--- config.mk ---
export PLATFORM = sky130hd
export DESIGN_NAME = line_feature_displacement_tracker
export DESIGN_NICKNAME = d
export VERILOG_FILES = /design/src/hw/rtl/lfdt_pkg.sv /design/src/hw/rtl/line_feature_displacement_tracker.sv /design/src/hw/rtl/lfdt_ram.sv /design/src/hw/rtl/lfdt_fifo.sv /design/src/hw/rtl/lfdt_front.sv /design/src/hw/rtl/lfdt_back.sv
export VERILOG_INCLUDE_DIRS = /design/src /design/src/hw/rtl
export SDC_FILE = /design/constraint.sdc
export NUM_CORES = 2
export LEC_CHECK = 0
export ABC_AREA = 1
export BUFFER_PORTS_ARGS = -buffer_cell sky130_fd_sc_hd__clkbuf_2
export CAP_MARGIN = 0
export CORE_MARGIN = 3
export CORE_UTILIZATION = 56
export DETAILED_ROUTE_END_ITERATION = 8
export PLACE_DENSITY = 0.82
export REMOVE_ABC_BUFFERS = 1
export SKIP_LAST_GASP = 1
export SLEW_MARGIN = 20
export SYNTH_ARGS = -nofsm -noshare
export SYNTH_HDL_FRONTEND = slang
export SYNTH_SLANG_ARGS = --single-unit
--- constraint.sdc ---
create_clock -name clk -period 5.75 [get_ports clk]
set_clock_uncertainty 0.15 [all_clocks]
set_input_delay 0.575 -clock clk [delete_from_list [all_inputs] [get_ports clk]]
set_output_delay 0.575 -clock clk [all_outputs]
set_load 0.03 [all_outputs]
--- src/hw/rtl/line_feature_displacement_tracker_assert.svh ---
// Assertion macros shared by the tracker RTL.
// Each macro expects clk and arst_n in the scope where it is used.
`ifndef LINE_FEATURE_DISPLACEMENT_TRACKER_ASSERT_SVH
`define LINE_FEATURE_DISPLACEMENT_TRACKER_ASSERT_SVH

// Consequent must hold in the same cycle as the antecedent
`define LFDT_ASSERT_SAME(lbl, ante, cons, msg) \
	lbl: assert property (@(posedge clk) disable iff (!arst_n) (ante) |-> (cons)) \
		else $error(msg);

// Consequent must hold in the cycle after the antecedent
`define LFDT_ASSERT_NEXT(lbl, ante, cons, msg) \
	lbl: assert property (@(posedge clk) disable iff (!arst_n) (ante) |=> (cons)) \
		else $error(msg);

`endif

--- src/hw/rtl/lfdt_pkg.sv ---
// Shared types and constants of the line feature displacement tracker.
// No dependencies; imported by every tracker module except lfdt_ram.
`timescale 1ns / 1ps

package lfdt_pkg;

	// Feature table entries per bank, and the job queue between front and back
	localparam int TABLE_DEPTH = 16;
	localparam int QUEUE_DEPTH = 4;

	localparam int IDX_W  = (TABLE_DEPTH > 1) ? $clog2(TABLE_DEPTH) : 1;
	localparam int CNT_W  = $clog2(TABLE_DEPTH + 1);
	localparam int ADDR_W = $clog2(2 * TABLE_DEPTH);

	localparam int SAMPLE_W = 24;
	localparam int SUM_W    = 9;
	localparam int POS_W    = 13;
	localparam int LINE_W   = 12;
	localparam int BRIGHT_W = 6;
	localparam int GAP_W    = 8;
	localparam int LEVEL_W  = 3;

	localparam logic [SUM_W-1:0] SUM_MAX = 9'd511;

	// Quantized levels
	localparam logic [LEVEL_W-1:0] LEVEL_0 = 3'd0;
	localparam logic [LEVEL_W-1:0] LEVEL_1 = 3'd1;
	localparam logic [LEVEL_W-1:0] LEVEL_3 = 3'd3;
	localparam logic [LEVEL_W-1:0] LEVEL_4 = 3'd4;
	localparam logic [LEVEL_W-1:0] LEVEL_5 = 3'd5;

	// Register reset values
	localparam logic [11:0] RST_LINE_LENGTH   = 12'd768;
	localparam logic [23:0] RST_LEVEL1        = 24'd10000000;
	localparam logic [23:0] RST_LEVEL3        = 24'd12000000;
	localparam logic [23:0] RST_LEVEL4        = 24'd13000000;
	localparam logic [23:0] RST_LEVEL5        = 24'd14000000;
	localparam logic [7:0]  RST_GAP_LIMIT     = 8'd8;
	localparam logic [7:0]  RST_MATCH_WINDOW  = 8'd10;
	localparam logic [5:0]  RST_FEATURE_LIMIT = 6'd47;

	// Register map, word index
	typedef enum logic [2:0] {
		REG_LINE_LENGTH   = 3'd0,
		REG_LEVEL1        = 3'd1,
		REG_LEVEL3        = 3'd2,
		REG_LEVEL4        = 3'd3,
		REG_LEVEL5        = 3'd4,
		REG_GAP_LIMIT     = 3'd5,
		REG_MATCH_WINDOW  = 3'd6,
		REG_FEATURE_LIMIT = 3'd7
	} reg_idx_t;

	typedef struct packed {
		logic [11:0] line_length;
		logic [23:0] level1_threshold;
		logic [23:0] level3_threshold;
		logic [23:0] level4_threshold;
		logic [23:0] level5_threshold;
		logic [7:0]  gap_limit;
		logic [7:0]  match_window;
		logic [5:0]  feature_limit;
	} cfg_t;

	// One ended feature handed from the front to the back
	typedef struct packed {
		logic             bank;
		logic [IDX_W-1:0] idx;
		logic [CNT_W-1:0] prev_cnt;
		logic [SUM_W-1:0] sum;
		logic [POS_W-1:0] pos;
	} job_t;

	localparam int JOB_W = $bits(job_t);

	typedef enum logic [1:0] {
		BK_IDLE,
		BK_WRITE,
		BK_SEARCH
	} back_state_t;

	// Table address of entry idx of a bank
	function automatic logic [ADDR_W-1:0] tbl_addr(input logic bank, input logic [IDX_W-1:0] idx);
		logic [ADDR_W-1:0] base;
		base = bank ? ADDR_W'(TABLE_DEPTH) : '0;
		return base + ADDR_W'(idx);
	endfunction

endpackage

--- src/hw/rtl/line_feature_displacement_tracker.sv ---
// With the matcher idle, a closing sample's transfer queues a job; the matcher pops it, writes
// the entry, then reads the previous line's table in order and registers the first match on m_tdata.
// Throughput: one sample per cycle while the 4-deep job queue has room; each stored feature
// holds the matcher for a table write and a search of the previous line's table, one read per cycle.
// Reset: arst_n asynchronous, active low; clears all control state and loads register
// defaults. The feature table is not cleared; only written entries are ever read.
`timescale 1ns / 1ps

module line_feature_displacement_tracker (
	input  logic        clk,
	input  logic        arst_n,
	// Sample stream
	input  logic        s_tvalid,
	output logic        s_tready,
	input  logic [23:0] s_tdata,   // [23:0] sample
	// Displacement stream
	output logic        m_tvalid,
	input  logic        m_tready,
	output logic [15:0] m_tdata,   // [12:0] displacement, [15:13] zero
	// Register port
	input  logic        psel,
	input  logic        penable,
	input  logic        pwrite,
	input  logic [4:0]  paddr,
	input  logic [31:0] pwdata,
	output logic [31:0] prdata,
	output logic        pready
);
	import lfdt_pkg::*;

	cfg_t     cfg_q;
	reg_idx_t reg_idx;
	logic     reg_wr;
	logic     q_full;
	logic     q_push;
	logic     q_pop;
	logic     q_vld;
	job_t     push_job;
	job_t     pop_job;

	assign pready  = 1'b1;
	assign reg_idx = reg_idx_t'(paddr[4:2]);
	assign reg_wr  = psel && penable && pwrite && pready;

	// Register file
	always_ff @(posedge clk or negedge arst_n) begin
		if (!arst_n) begin
			cfg_q.line_length      <= RST_LINE_LENGTH;
			cfg_q.level1_threshold <= RST_LEVEL1;
			cfg_q.level3_threshold <= RST_LEVEL3;
			cfg_q.level4_threshold <= RST_LEVEL4;
			cfg_q.level5_threshold <= RST_LEVEL5;
			cfg_q.gap_limit        <= RST_GAP_LIMIT;
			cfg_q.match_window     <= RST_MATCH_WINDOW;
			cfg_q.feature_limit    <= RST_FEATURE_LIMIT;
		end else if (reg_wr) begin
			unique case (reg_idx)
				REG_LINE_LENGTH:   cfg_q.line_length      <= pwdata[11:0];
				REG_LEVEL1:        cfg_q.level1_threshold <= pwdata[23:0];
				REG_LEVEL3:        cfg_q.level3_threshold <= pwdata[23:0];
				REG_LEVEL4:        cfg_q.level4_threshold <= pwdata[23:0];
				REG_LEVEL5:        cfg_q.level5_threshold <= pwdata[23:0];
				REG_GAP_LIMIT:     cfg_q.gap_limit        <= pwdata[7:0];
				REG_MATCH_WINDOW:  cfg_q.match_window     <= pwdata[7:0];
				REG_FEATURE_LIMIT: cfg_q.feature_limit    <= pwdata[5:0];
				default:           cfg_q.line_length      <= cfg_q.line_length;
			endcase
		end
	end

	// Register readback
	always_comb begin
		unique case (reg_idx)
			REG_LINE_LENGTH:   prdata = {20'd0, cfg_q.line_length};
			REG_LEVEL1:        prdata = {8'd0, cfg_q.level1_threshold};
			REG_LEVEL3:        prdata = {8'd0, cfg_q.level3_threshold};
			REG_LEVEL4:        prdata = {8'd0, cfg_q.level4_threshold};
			REG_LEVEL5:        prdata = {8'd0, cfg_q.level5_threshold};
			REG_GAP_LIMIT:     prdata = {24'd0, cfg_q.gap_limit};
			REG_MATCH_WINDOW:  prdata = {24'd0, cfg_q.match_window};
			REG_FEATURE_LIMIT: prdata = {26'd0, cfg_q.feature_limit};
			default:           prdata = '0;
		endcase
	end

	lfdt_front u_front (
		.clk     (clk),
		.arst_n  (arst_n),
		.cfg     (cfg_q),
		.s_tvalid(s_tvalid),
		.s_tready(s_tready),
		.s_tdata (s_tdata),
		.q_full  (q_full),
		.q_push  (q_push),
		.q_job   (push_job)
	);

	lfdt_fifo u_fifo (
		.clk     (clk),
		.arst_n  (arst_n),
		.push    (q_push),
		.push_job(push_job),
		.full    (q_full),
		.pop     (q_pop),
		.vld     (q_vld),
		.pop_job (pop_job)
	);

	lfdt_back u_back (
		.clk         (clk),
		.arst_n      (arst_n),
		.match_window(cfg_q.match_window),
		.q_vld       (q_vld),
		.q_job       (pop_job),
		.q_pop       (q_pop),
		.m_tvalid    (m_tvalid),
		.m_tready    (m_tready),
		.m_tdata     (m_tdata)
	);

endmodule

--- src/hw/rtl/lfdt_ram.sv ---
// Generic single-write, single-read RAM with registered read data.
// No dependencies.
`timescale 1ns / 1ps

module lfdt_ram #(
	parameter int WIDTH = 8,
	parameter int DEPTH = 16
) (
	input  logic                     clk,
	input  logic                     we,
	input  logic [$clog2(DEPTH)-1:0] waddr,
	input  logic [WIDTH-1:0]         wdata,
	input  logic [$clog2(DEPTH)-1:0] raddr,
	output logic [WIDTH-1:0]         rdata
);

	logic [WIDTH-1:0] mem_q [DEPTH];

	always_ff @(posedge clk) begin
		if (we) begin
			mem_q[waddr] <= wdata;
		end
		rdata <= mem_q[raddr];
	end

endmodule

--- src/hw/rtl/lfdt_fifo.sv ---
// Short job queue between the classifying front and the matching back.
// Depends on lfdt_pkg and the assertion macro header.
`timescale 1ns / 1ps
`include "line_feature_displacement_tracker_assert.svh"

module lfdt_fifo (
	input  logic          clk,
	input  logic          arst_n,
	input  logic          push,
	input  lfdt_pkg::job_t push_job,
	output logic          full,
	input  logic          pop,
	output logic          vld,
	output lfdt_pkg::job_t pop_job
);
	import lfdt_pkg::*;

	localparam int QA_W = (QUEUE_DEPTH > 1) ? $clog2(QUEUE_DEPTH) : 1;
	localparam int QC_W = $clog2(QUEUE_DEPTH + 1);

	job_t            slot_q [QUEUE_DEPTH];
	logic [QA_W-1:0] wr_ptr_q;
	logic [QA_W-1:0] rd_ptr_q;
	logic [QC_W-1:0] cnt_q;

	assign full    = (cnt_q == QC_W'(QUEUE_DEPTH));
	assign vld     = (cnt_q != '0);
	assign pop_job = slot_q[rd_ptr_q];

	// Payload slots
	always_ff @(posedge clk) begin
		if (push) begin
			slot_q[wr_ptr_q] <= push_job;
		end
	end

	// Pointers and fill level
	always_ff @(posedge clk or negedge arst_n) begin
		if (!arst_n) begin
			wr_ptr_q <= '0;
			rd_ptr_q <= '0;
			cnt_q    <= '0;
		end else begin
			if (push) begin
				wr_ptr_q <= (wr_ptr_q == QA_W'(QUEUE_DEPTH - 1)) ? '0 : wr_ptr_q + 1'b1;
			end
			if (pop) begin
				rd_ptr_q <= (rd_ptr_q == QA_W'(QUEUE_DEPTH - 1)) ? '0 : rd_ptr_q + 1'b1;
			end
			case ({push, pop})
				2'b10:   cnt_q <= cnt_q + 1'b1;
				2'b01:   cnt_q <= cnt_q - 1'b1;
				default: cnt_q <= cnt_q;
			endcase
		end
	end

	`LFDT_ASSERT_SAME(a_no_overflow, push, !full || pop, "job queue overflow")
	`LFDT_ASSERT_SAME(a_no_underflow, pop, vld, "job queue underflow")
	`LFDT_ASSERT_SAME(a_cnt_range, 1'b1, cnt_q <= QC_W'(QUEUE_DEPTH), "job queue count out of range")

endmodule

--- src/hw/rtl/lfdt_front.sv ---
// Front part: quantizes samples, tracks the open feature and line position,
// and queues ended features for storing and matching. Depends on lfdt_pkg.
`timescale 1ns / 1ps

module lfdt_front (
	input  logic                    clk,
	input  logic                    arst_n,
	input  lfdt_pkg::cfg_t          cfg,
	input  logic                    s_tvalid,
	output logic                    s_tready,
	input  logic [23:0]             s_tdata,  // [23:0] sample
	input  logic                    q_full,
	output logic                    q_push,
	output lfdt_pkg::job_t          q_job
);
	import lfdt_pkg::*;

	logic [SUM_W-1:0]    rsum_q;
	logic [BRIGHT_W-1:0] bc_q;
	logic [GAP_W-1:0]    gap_q;
	logic [LINE_W-1:0]   si_q;
	logic                bank_q;
	logic [CNT_W-1:0]    cnt_q [2];

	logic [LEVEL_W-1:0]  level;
	logic                accept;
	logic                swap;
	logic                bank_n;
	logic [CNT_W-1:0]    cnt_cur;
	logic [CNT_W-1:0]    cnt_cur_n;
	logic [BRIGHT_W-1:0] bc_eff;
	logic [LINE_W-1:0]   si_n;
	logic [SUM_W:0]      sum_add;
	logic [SUM_W-1:0]    rsum_n;
	logic [BRIGHT_W-1:0] bc_n;
	logic [GAP_W-1:0]    gap_n;
	logic                close;
	logic                store;

	assign s_tready = !q_full;
	assign accept   = s_tvalid && s_tready;

	// Quantizer: highest exceeded threshold wins
	always_comb begin
		if (s_tdata > cfg.level5_threshold) begin
			level = LEVEL_5;
		end else if (s_tdata > cfg.level4_threshold) begin
			level = LEVEL_4;
		end else if (s_tdata > cfg.level3_threshold) begin
			level = LEVEL_3;
		end else if (s_tdata > cfg.level1_threshold) begin
			level = LEVEL_1;
		end else begin
			level = LEVEL_0;
		end
	end

	// Line boundary, feature tracking and table bookkeeping
	always_comb begin
		swap      = (si_q >= cfg.line_length);
		bank_n    = swap ? !bank_q : bank_q;
		cnt_cur   = swap ? '0 : cnt_q[bank_n];
		bc_eff    = swap ? '0 : bc_q;
		si_n      = (swap ? '0 : si_q) + 1'b1;
		sum_add   = {1'b0, rsum_q} + (SUM_W + 1)'(level);
		rsum_n    = rsum_q;
		bc_n      = bc_eff;
		gap_n     = gap_q;
		close     = 1'b0;

		if (level != LEVEL_0) begin
			if (rsum_q == '0) begin
				rsum_n = SUM_W'(level);
				bc_n   = BRIGHT_W'(1);
				gap_n  = cfg.gap_limit;
			end else if (bc_eff < cfg.feature_limit) begin
				rsum_n = sum_add[SUM_W] ? SUM_MAX : sum_add[SUM_W-1:0];
				bc_n   = bc_eff + 1'b1;
				gap_n  = cfg.gap_limit;
			end else begin
				close = 1'b1;
			end
		end else if (rsum_q != '0) begin
			if (gap_q == '0) begin
				close = 1'b1;
			end else begin
				gap_n = gap_q - 1'b1;
			end
		end

		if (close) begin
			rsum_n = '0;
			bc_n   = '0;
		end

		store     = close && (cnt_cur < CNT_W'(TABLE_DEPTH));
		cnt_cur_n = store ? cnt_cur + 1'b1 : cnt_cur;

		q_job.bank     = bank_n;
		q_job.idx      = cnt_cur[IDX_W-1:0];
		q_job.prev_cnt = cnt_q[!bank_n];
		q_job.sum      = rsum_q;
		q_job.pos      = {1'b0, si_n} - POS_W'(bc_eff);
	end

	assign q_push = accept && store;

	always_ff @(posedge clk or negedge arst_n) begin
		if (!arst_n) begin
			rsum_q   <= '0;
			bc_q     <= '0;
			gap_q    <= '0;
			si_q     <= '0;
			bank_q   <= 1'b0;
			cnt_q[0] <= '0;
			cnt_q[1] <= '0;
		end else if (accept) begin
			rsum_q        <= rsum_n;
			bc_q          <= bc_n;
			gap_q         <= gap_n;
			si_q          <= si_n;
			bank_q        <= bank_n;
			cnt_q[bank_n] <= cnt_cur_n;
		end
	end

endmodule

--- src/hw/rtl/lfdt_back.sv ---
// Back part: stores each ended feature in its bank and searches the other
// bank for the first unused match. Depends on lfdt_pkg, lfdt_ram, macros.
`timescale 1ns / 1ps
`include "line_feature_displacement_tracker_assert.svh"

module lfdt_back (
	input  logic           clk,
	input  logic           arst_n,
	input  logic [7:0]     match_window,
	input  logic           q_vld,
	input  lfdt_pkg::job_t q_job,
	output logic           q_pop,
	output logic           m_tvalid,
	input  logic           m_tready,
	output logic [15:0]    m_tdata   // [12:0] displacement, [15:13] zero
);
	import lfdt_pkg::*;

	localparam int ENT_W = SUM_W + POS_W;

	back_state_t       state_q;
	back_state_t       state_n;
	job_t              job_q;
	logic [CNT_W-1:0]  j_q;
	logic [IDX_W-1:0]  j_s1;
	logic              rd_vld_s1;
	logic [2*TABLE_DEPTH-1:0] used_q;
	logic              out_vld_q;
	logic [POS_W-1:0]  out_disp_q;

	logic              start;
	logic              ram_we;
	logic              issue;
	logic              done;
	logic              hit;
	logic [ADDR_W-1:0] waddr;
	logic [ADDR_W-1:0] raddr;
	logic [ADDR_W-1:0] chk_addr;
	logic [ENT_W-1:0]  rdata;
	logic [SUM_W-1:0]  ent_sum;
	logic [POS_W-1:0]  ent_pos;
	logic [SUM_W-1:0]  diff;

	assign start = q_vld && (!out_vld_q || m_tready);

	// Feature table, both banks
	lfdt_ram #(
		.WIDTH(ENT_W),
		.DEPTH(2 * TABLE_DEPTH)
	) u_tbl (
		.clk  (clk),
		.we   (ram_we),
		.waddr(waddr),
		.wdata({job_q.sum, job_q.pos}),
		.raddr(raddr),
		.rdata(rdata)
	);

	// Compare stage on the registered table read
	assign ent_sum  = rdata[ENT_W-1:POS_W];
	assign ent_pos  = rdata[POS_W-1:0];
	assign diff     = (job_q.sum > ent_sum) ? job_q.sum - ent_sum : ent_sum - job_q.sum;
	assign chk_addr = tbl_addr(!job_q.bank, j_s1);
	assign hit      = rd_vld_s1 && !used_q[chk_addr]
	                  && (diff < SUM_W'(match_window)) && (job_q.pos > ent_pos);

	// Next state
	always_comb begin
		state_n = state_q;
		unique case (state_q)
			BK_IDLE:   if (start) state_n = BK_WRITE;
			BK_WRITE:  state_n = BK_SEARCH;
			BK_SEARCH: if (done) state_n = BK_IDLE;
			default:   state_n = BK_IDLE;
		endcase
	end

	// State outputs
	always_comb begin
		q_pop  = 1'b0;
		ram_we = 1'b0;
		issue  = 1'b0;
		done   = 1'b0;
		waddr  = tbl_addr(job_q.bank, job_q.idx);
		raddr  = tbl_addr(!job_q.bank, j_q[IDX_W-1:0]);
		unique case (state_q)
			BK_IDLE: begin
				q_pop = start;
			end
			BK_WRITE: begin
				ram_we = 1'b1;
			end
			BK_SEARCH: begin
				issue = (j_q < job_q.prev_cnt) && !hit;
				done  = hit || ((j_q >= job_q.prev_cnt) && !rd_vld_s1);
			end
			default: begin
				q_pop = 1'b0;
			end
		endcase
	end

	// Job payload
	always_ff @(posedge clk) begin
		if (q_pop) begin
			job_q <= q_job;
		end
		if (issue) begin
			j_s1 <= j_q[IDX_W-1:0];
		end
		if (hit) begin
			out_disp_q <= job_q.pos - ent_pos;
		end
	end

	// Control: state, search index, used marks, result register
	always_ff @(posedge clk or negedge arst_n) begin
		if (!arst_n) begin
			state_q   <= BK_IDLE;
			j_q       <= '0;
			rd_vld_s1 <= 1'b0;
			used_q    <= '0;
			out_vld_q <= 1'b0;
		end else begin
			state_q   <= state_n;
			rd_vld_s1 <= issue;
			if (ram_we) begin
				j_q           <= '0;
				used_q[waddr] <= 1'b0;
			end else if (issue) begin
				j_q <= j_q + 1'b1;
			end
			if (hit) begin
				used_q[chk_addr] <= 1'b1;
				out_vld_q        <= 1'b1;
			end else if (m_tready) begin
				out_vld_q <= 1'b0;
			end
		end
	end

	assign m_tvalid = out_vld_q;
	assign m_tdata  = {3'b000, out_disp_q};

	`LFDT_ASSERT_SAME(a_hit_slot_free, hit, !out_vld_q, "match would overwrite pending result")
	`LFDT_ASSERT_SAME(a_read_in_search, rd_vld_s1, state_q == BK_SEARCH, "table read outside search")
	`LFDT_ASSERT_NEXT(a_hit_ends_job, hit, state_q == BK_IDLE, "search continued after a match")

endmodule
# == After elaboration in Yosys (flattened, before gate mapping) ==
# Memory sizes are Yosys's and may differ from the RTL's. A register that Yosys moved wholly into a read port is not among the register bits.
# Cells that the tools add are included.
# op_classes
n_addsub,17
n_lt_le_gt_ge,19
eq_ne,18
n_mux,67
n_bitwise,5
n_reduce_logical,47
# ops
cell,count
32-bit case mux with 8 select lines,1
24-bit greater-than comparator,4
5-bit 2-to-1 mux,13
32-bit 2-to-1 mux,2
9-bit 2-to-1 mux,6
8-bit 2-to-1 mux,5
32-bit bitwise AND,1
32-bit NOT,1
32-bit OR,1
6-bit 2-to-1 mux,5
1-bit 2-to-1 mux,20
2-bit AND reduction,9
9-bit subtractor,2
5-bit by 4-bit adder with 5-bit output,3
3-bit equality test (second input constant),5
1-bit logical AND,14
13-bit greater-than comparator,1
12-bit by 6-bit subtractor with 13-bit output,1
13-bit subtractor,1
12-bit by 1-bit adder with 12-bit output (second input constant),1
12-bit >= comparator,1
5-bit by 6-bit less-than comparator with 1-bit output (second input constant),2
12-bit 2-to-1 mux,1
5-bit by 1-bit adder with 5-bit output (second input constant),2
other kinds (41),71
# totals
register_bits,241
ram_bits,832
in_bits,68
output_inout_bits,51
word_cells,200
mem_count,2
# memory_table
name,depth,word_bits,rd,rd_ports_with_merged_regs,wr,line_no,rtl
u_back.u_tbl.mem_q,32,22,1,1,1,lfdt_ram.sv:17,logic [WIDTH-1:0] mem_q [DEPTH];
u_fifo.slot_q,4,32,1,1,1,lfdt_fifo.sv:21,job_t slot_q [QUEUE_DEPTH];

# == Longest topological paths before layout ==
# logic_depth
word_depth,13
ltp_mapped,30
mapped_depth_nobuf,29

# == Modules after synthesis ==
# From an unflattened synthesis, not the netlist that was laid out.
# unflattened
hier_cells,5241
hier_area_um2,52670.5
# by_module_without_submodules
module,n_inst,cells_each,area_each_um2,seq_area_each_um2
lfdt_ram,1,2446,28900.2,21580.7
lfdt_front,1,1020,6710.2,1151.1
line_feature_displacement_tracker,1,707,6047.0,3315.7
lfdt_fifo,1,428,5567.8,4018.9
lfdt_back,1,640,5445.2,2497.4

# == Worst setup path after synthesis ==
# No wires, ideal clock.
# synth_path
path_type,register to register
startpoint,register cfg_q[127] in the netlist's numbering
endpoint,memory u_fifo.slot_q[0][0] in the netlist's numbering (enable)
arrival_ps,4268
t_required_ps,5179
setup_slack_ps,910
path_stages_with_launch,21
n_path_buf,1
period_less_slack_ps,4840
path_cell_list,dfstp_2 -> inv_1 -> ha_1 -> nand2_1 -> nor2_2 -> inv_1 -> nor2_2 -> nand2_4 -> nand2_8 -> buf_6 -> nor2_1 -> ha_1 -> nand2_1 -> or2_2 -> nand2_1 -> inv_1 -> nand2_4 -> nand2_2 -> nand2_4 -> nand4_2 -> nor2_1
# synth_between
elab_chain_cells,12
elab_cells_between_ends,17
# synth_lines
element,line_no,rtl
from (decl),line_feature_displacement_tracker.sv:31,cfg_t cfg_q;
12-bit >= comparator (*),lfdt_front.sv:60,swap = (si_q >= cfg.line_length);
1-bit 2-to-1 mux,lfdt_front.sv:61,bank_n = swap ? !bank_q : bank_q;
1-bit NOT with 2-bit output (not written as such),lfdt_front.sv:62,cnt_cur = swap ? '0 : cnt_q[bank_n];
5-bit 2-to-1 mux (not written as such) (3 in series),lfdt_front.sv:62,
5-bit 2-to-1 mux,lfdt_front.sv:62,
5-bit less-than comparator,lfdt_front.sv:96,store = close && (cnt_cur < CNT_W'(TABLE_DEPTH));
1-bit logical AND (*),lfdt_front.sv:96,
1-bit logical AND (*),lfdt_front.sv:106,assign q_push = accept && store;
1-bit 2-to-1 mux (*),lfdt_fifo.sv:32,if (push) begin
1-bit 2-to-1 mux (not written as such) (*),lfdt_fifo.sv:33,slot_q[wr_ptr_q] <= push_job;
to (decl),lfdt_fifo.sv:21,
# Every way passes the cells marked *; elsewhere a longest branch is shown, timed or not. The select of a mux whose other input is x is not followed.

# == Worst setup path after layout ==
# layout_path
startpoint,"register, netlist name u_back.job_q[21]"
endpoint,register u_back.out_disp_q[1] (enable)
# layout_between
elab_chain_cells,5
elab_cells_between_ends,7
# layout_lines
element,line_no,rtl
9-bit subtractor / 9-bit greater-than comparator (equally long branches),lfdt_back.sv:62,assign diff = (job_q.sum > ent_sum) ? job_q.sum - ent_sum : ent_sum - job_q.sum;
9-bit 2-to-1 mux (*),lfdt_back.sv:62,
9-bit by 8-bit less-than comparator with 1-bit output (*),lfdt_back.sv:65,&& (diff < SUM_W'(match_window)) && (job_q.pos > ent_pos);
1-bit logical AND (*) (2 in series),lfdt_back.sv:65,
net u_back.hit,lfdt_back.sv:35,logic hit;
to (signal assigned),lfdt_back.sv:112,out_disp_q <= job_q.pos - ent_pos;
to (decl),lfdt_back.sv:29,logic [POS_W-1:0] out_disp_q;
# The timed path passes the listed nets; every way through them passes the cells marked *.
# A chain may end at the register's enable or synchronous reset.

==> flow_summary_export.csv <==
group,metric,value,unit
pwr,vdd_ir_drop_max,0.000369,V
flow_run,maxCapViolCount,0,
timing,hold_ws,0.0306,ns
yosys,synth-edff-count,881,
yosys,synthArstFlopShare,0.199,
detailed_routing,totalWireLength,128,mm
layout,fillCellCount,6477,
detailed_routing,num_vias,36300,
critical_path,crit_top_cell,"nor2_1",
detailed_routing,wl_per_cell,21.6,um
cts,clk_pin_slew_worst_paths,0.06,ns
detailed_routing,initialDrtViolationCount,5124,
critical_path,cp_cell_sequence,"ha_1 -> inv_1 -> nor2_1 -> nor2_1 -> o21ai_1 -> nand2_2 -> inv_2 -> o21ai_0 -> xor2_1 -> inv_1 -> ha_1 -> nand2_1 -> nor2_1 -> nor2_1 -> nand3_1 -> nand3_1 -> nand2_1 -> o21ai_0 -> inv_1 -> nor2_1 -> nand3_2 -> buf_4 -> inv_1",
yosys,synth_cell_type_count,58,
die,die_h,305,um
pwr,cellLeakagePower,21.1,nW
timing,min_period_over_period,0.843,
critical_path,critPathMaxStageDelay,1.00,ns
global_route,grt_pass1_vias,35200,
yosys,synth_top_area_cell,"edfxtp_1",
yosys,synthCells,4593,
critical_path,critPathCaptureType,"flop",
detailed_routing,viasPerCell,6.13,
timing,slew_headroom,0.236,
cts,htreeDepth,3,
timing,hold_viol_final,0,
cts,cts_made_buffers,108,
timing,worst_slew_pin_slew,1.15,ns
timing,finalSetupViolCount,0,
layout,final_common_cell,"edfxtp_1",
critical_path,slowest_stage,"edfxtp_1",
cts,cts_tree,"done",
critical_path,worstSetupPathType,"reg -> reg",
cts,clk_path_buf_depth,3,
pwr,design_power_total,0.0286,W
global_route,grt_antenna_before_repair,5,
run_status,status,"completed",
timing,min_period,4.85,ns
critical_path,path_buf_inv,6,
hold_path,min_path_type,"in -> reg",
global_route,track_usage,0.270,
cts,insertion_delay,0.69,ns
cts,cts_setup_buffers,0,
die,start_util,0.567,
cts,clockRootBuffer,"clkbuf_16",
layout,fin_cells,5930,
timing,grt_setup_unrepaired,"no",
critical_path,worstSetupStartpointType,"flop",
yosys,synth_top_area_share,0.527,
layout,nets,4915,
die,core,0.0886,mm^2
yosys,ys_ff_latch,1127,
placed_design,place_hpwl,74.3,mm
yosys,ys_seq_area_frac,0.648,
yosys,netlist_area,0.0502,mm^2
critical_path,critPathRequiredTime,5.92,ns
detailed_routing,drc,0,
cts,cts_hold_buf,12,
cts,clock-sinks,1127,
cts,ctsResizeCount,0,
critical_path,cp_max_fo,36,
layout,layout_common_cells,"edfxtp_1 (881), o21ai_0 (736), nand2_1 (613)",
die,die_w,305,um
yosys,yosysWarnings,0,
placed_design,dp_cells,5708,
yosys,synth_area_leaders,"edfxtp_1 (53%), dfrtp_1 (8.7%), o21ai_0 (7.3%), nand2_1 (4.6%), nor2_1 (4.5%)",
yosys,ys.flop_type,"edfxtp_1",
placed_design,gp_congestion,0.887,
layout,syn_to_final_growth,10.9,%
yosys,syn_area_per_cell,10.9,um^2
global_route,grt_max_degree,203,
layout,drive_gt1_frac,0.103,
detailed_routing,first_pass_iters,6,
global_route,overflow,0,
pwr,power_density,514,mW/mm^2
critical_path,cp.arrival,5.02,ns
detailed_routing,ant_nets,0,
timing,drv_slew,0,
die,die-area,0.0933,mm^2
global_route,grt_pass1_wl,197,mm
die,ios,119,
timing,clock.fmax,206,MHz
critical_path,critPathTopFamily,"buffers and inverters",
placed_design,port_buffers,96,
die,rows,109,
[metrics by stage]
step	setup WS, ns	setup TNS, ns	utilization	cell area [um^2]
6_report	0.905	0	0.628	55700
5_1_grt	0.526	0	0.628	55700
4_1_cts	1.00	0	0.628	55700
3_5_place_dp	1.05	0	0.587	52000
3_3_place_gp	1.08	0	0.587	52000
2_1_floorplan	-8.67	-278.90	-	49300
[sequential cells by signal (all words and copies together) (netlist names), 9 cells and up]
signal and flops:
cfg_q 130, u_front.rsum_q 9, u_fifo.slot_q 128, u_back.u_tbl.mem_q 704, u_back.u_tbl.rdata 22, u_back.out_disp_q 13, u_back.job_q 32, u_front.cnt_q 10
u_back.used_q 32, u_front.si_q 12
[cells in the mapped netlist, types with 4 or more instances]
master and count:
clkbuf_1 198, a21o_1 4, a21boi_0 7, nor2_4 8, nand2_2 13, a31oi_1 5
ha_1 175, nor2_1 597, clkinv_1 4, edfxtp_1 881, a21oi_1 127, o21a_1 8
nand2_1 613, xor2_1 26, xnor2_1 15, inv_1 346, nand2_4 7, o21ai_1 7
nand4_1 27, o21ai_0 736, nor3_1 28, o31ai_1 13, o211ai_1 10, buf_2 12
dfrtp_1 174, inv_2 7, o21bai_1 5, nor2_2 5, dfstp_2 50, buf_4 12
fa_1 6, nand3_2 5, o221ai_1 14, dfxtp_1 22, buf_1 11, a221oi_1 11
a22oi_1 27, nand3_1 80, o22ai_1 264
[final timing paths]
check	start	to	slack (ns)	cells after the start
hold / removal	m_tready	u_back.m_tvalid	0.03	4
setup / recovery	u_back.job_q[21]	u_back.out_disp_q[1]	0.90	23
setup reg to reg	u_back.job_q[21]	u_back.out_disp_q[1]	0.90	23
min in group asynchronous	arst_n	u_fifo.wr_ptr_q[1]	0.24	2
max in group asynchronous	arst_n	cfg_q[43]	3.90	3
hold reg to reg	u_front.cnt_q[7]	u_front.cnt_q[7]	0.33	2
[worst min-delay path, cell delays in order]
cell and delay, ns:
clkbuf_2 0.07, inv_1 0.03, nand2_1 0.08, nand2_1 0.06
[cells by family (layout without fill, tap and decap cells)]
| logic type | after synthesis | count (layout) | synth area share |
|---|---|---|---|
| buf+inv | 594 | 751 | 0.0459 |
| flops | 1127 | 1127 | 0.648 |
| fa+ha+maj | 181 | 181 | 0.0460 |
| mux | 2 | 2 | 0.000399 |
| compound gates | 1243 | 1243 | 0.137 |
| xor+xnor | 41 | 41 | 0.00715 |
| simple gates | 1403 | 1403 | 0.115 |
| other cells | 2 | 17 | 0.000150 |
[layer usage]
| metal | track usage | wire length [um] |
|---|---|---|
| met5 | 0 | 0 |
| met4 | 0.113 | 5300 |
| met3 | 0.0390 | 12600 |
| met2 | 0.450 | 62000 |
| met1 | 0.360 | 48500 |
[area by class of cell]
type	instances	area, um^2	area share
clock buffers	158	3100	0.0557
flip-flops and latches	1127	32600	0.585
well taps	1165	1460	0.0262
diodes	5	12.5	0.000225
multi-input cells	2882	15500	0.278
repair buffers	190	1300	0.0233
clock inverters	46	423	0.00759
inverters	357	1350	0.0242
[report_power, final]
group | switching (W) | internal, W | total (W)
sequential | 0.000794 | 0.0111 | 0.0119
clock | 0.00303 | 0.00397 | 0.00701
combinational | 0.00685 | 0.00289 | 0.00974
total | 0.0107 | 0.0179 | 0.0286
(Power assumes the default switching activity.)
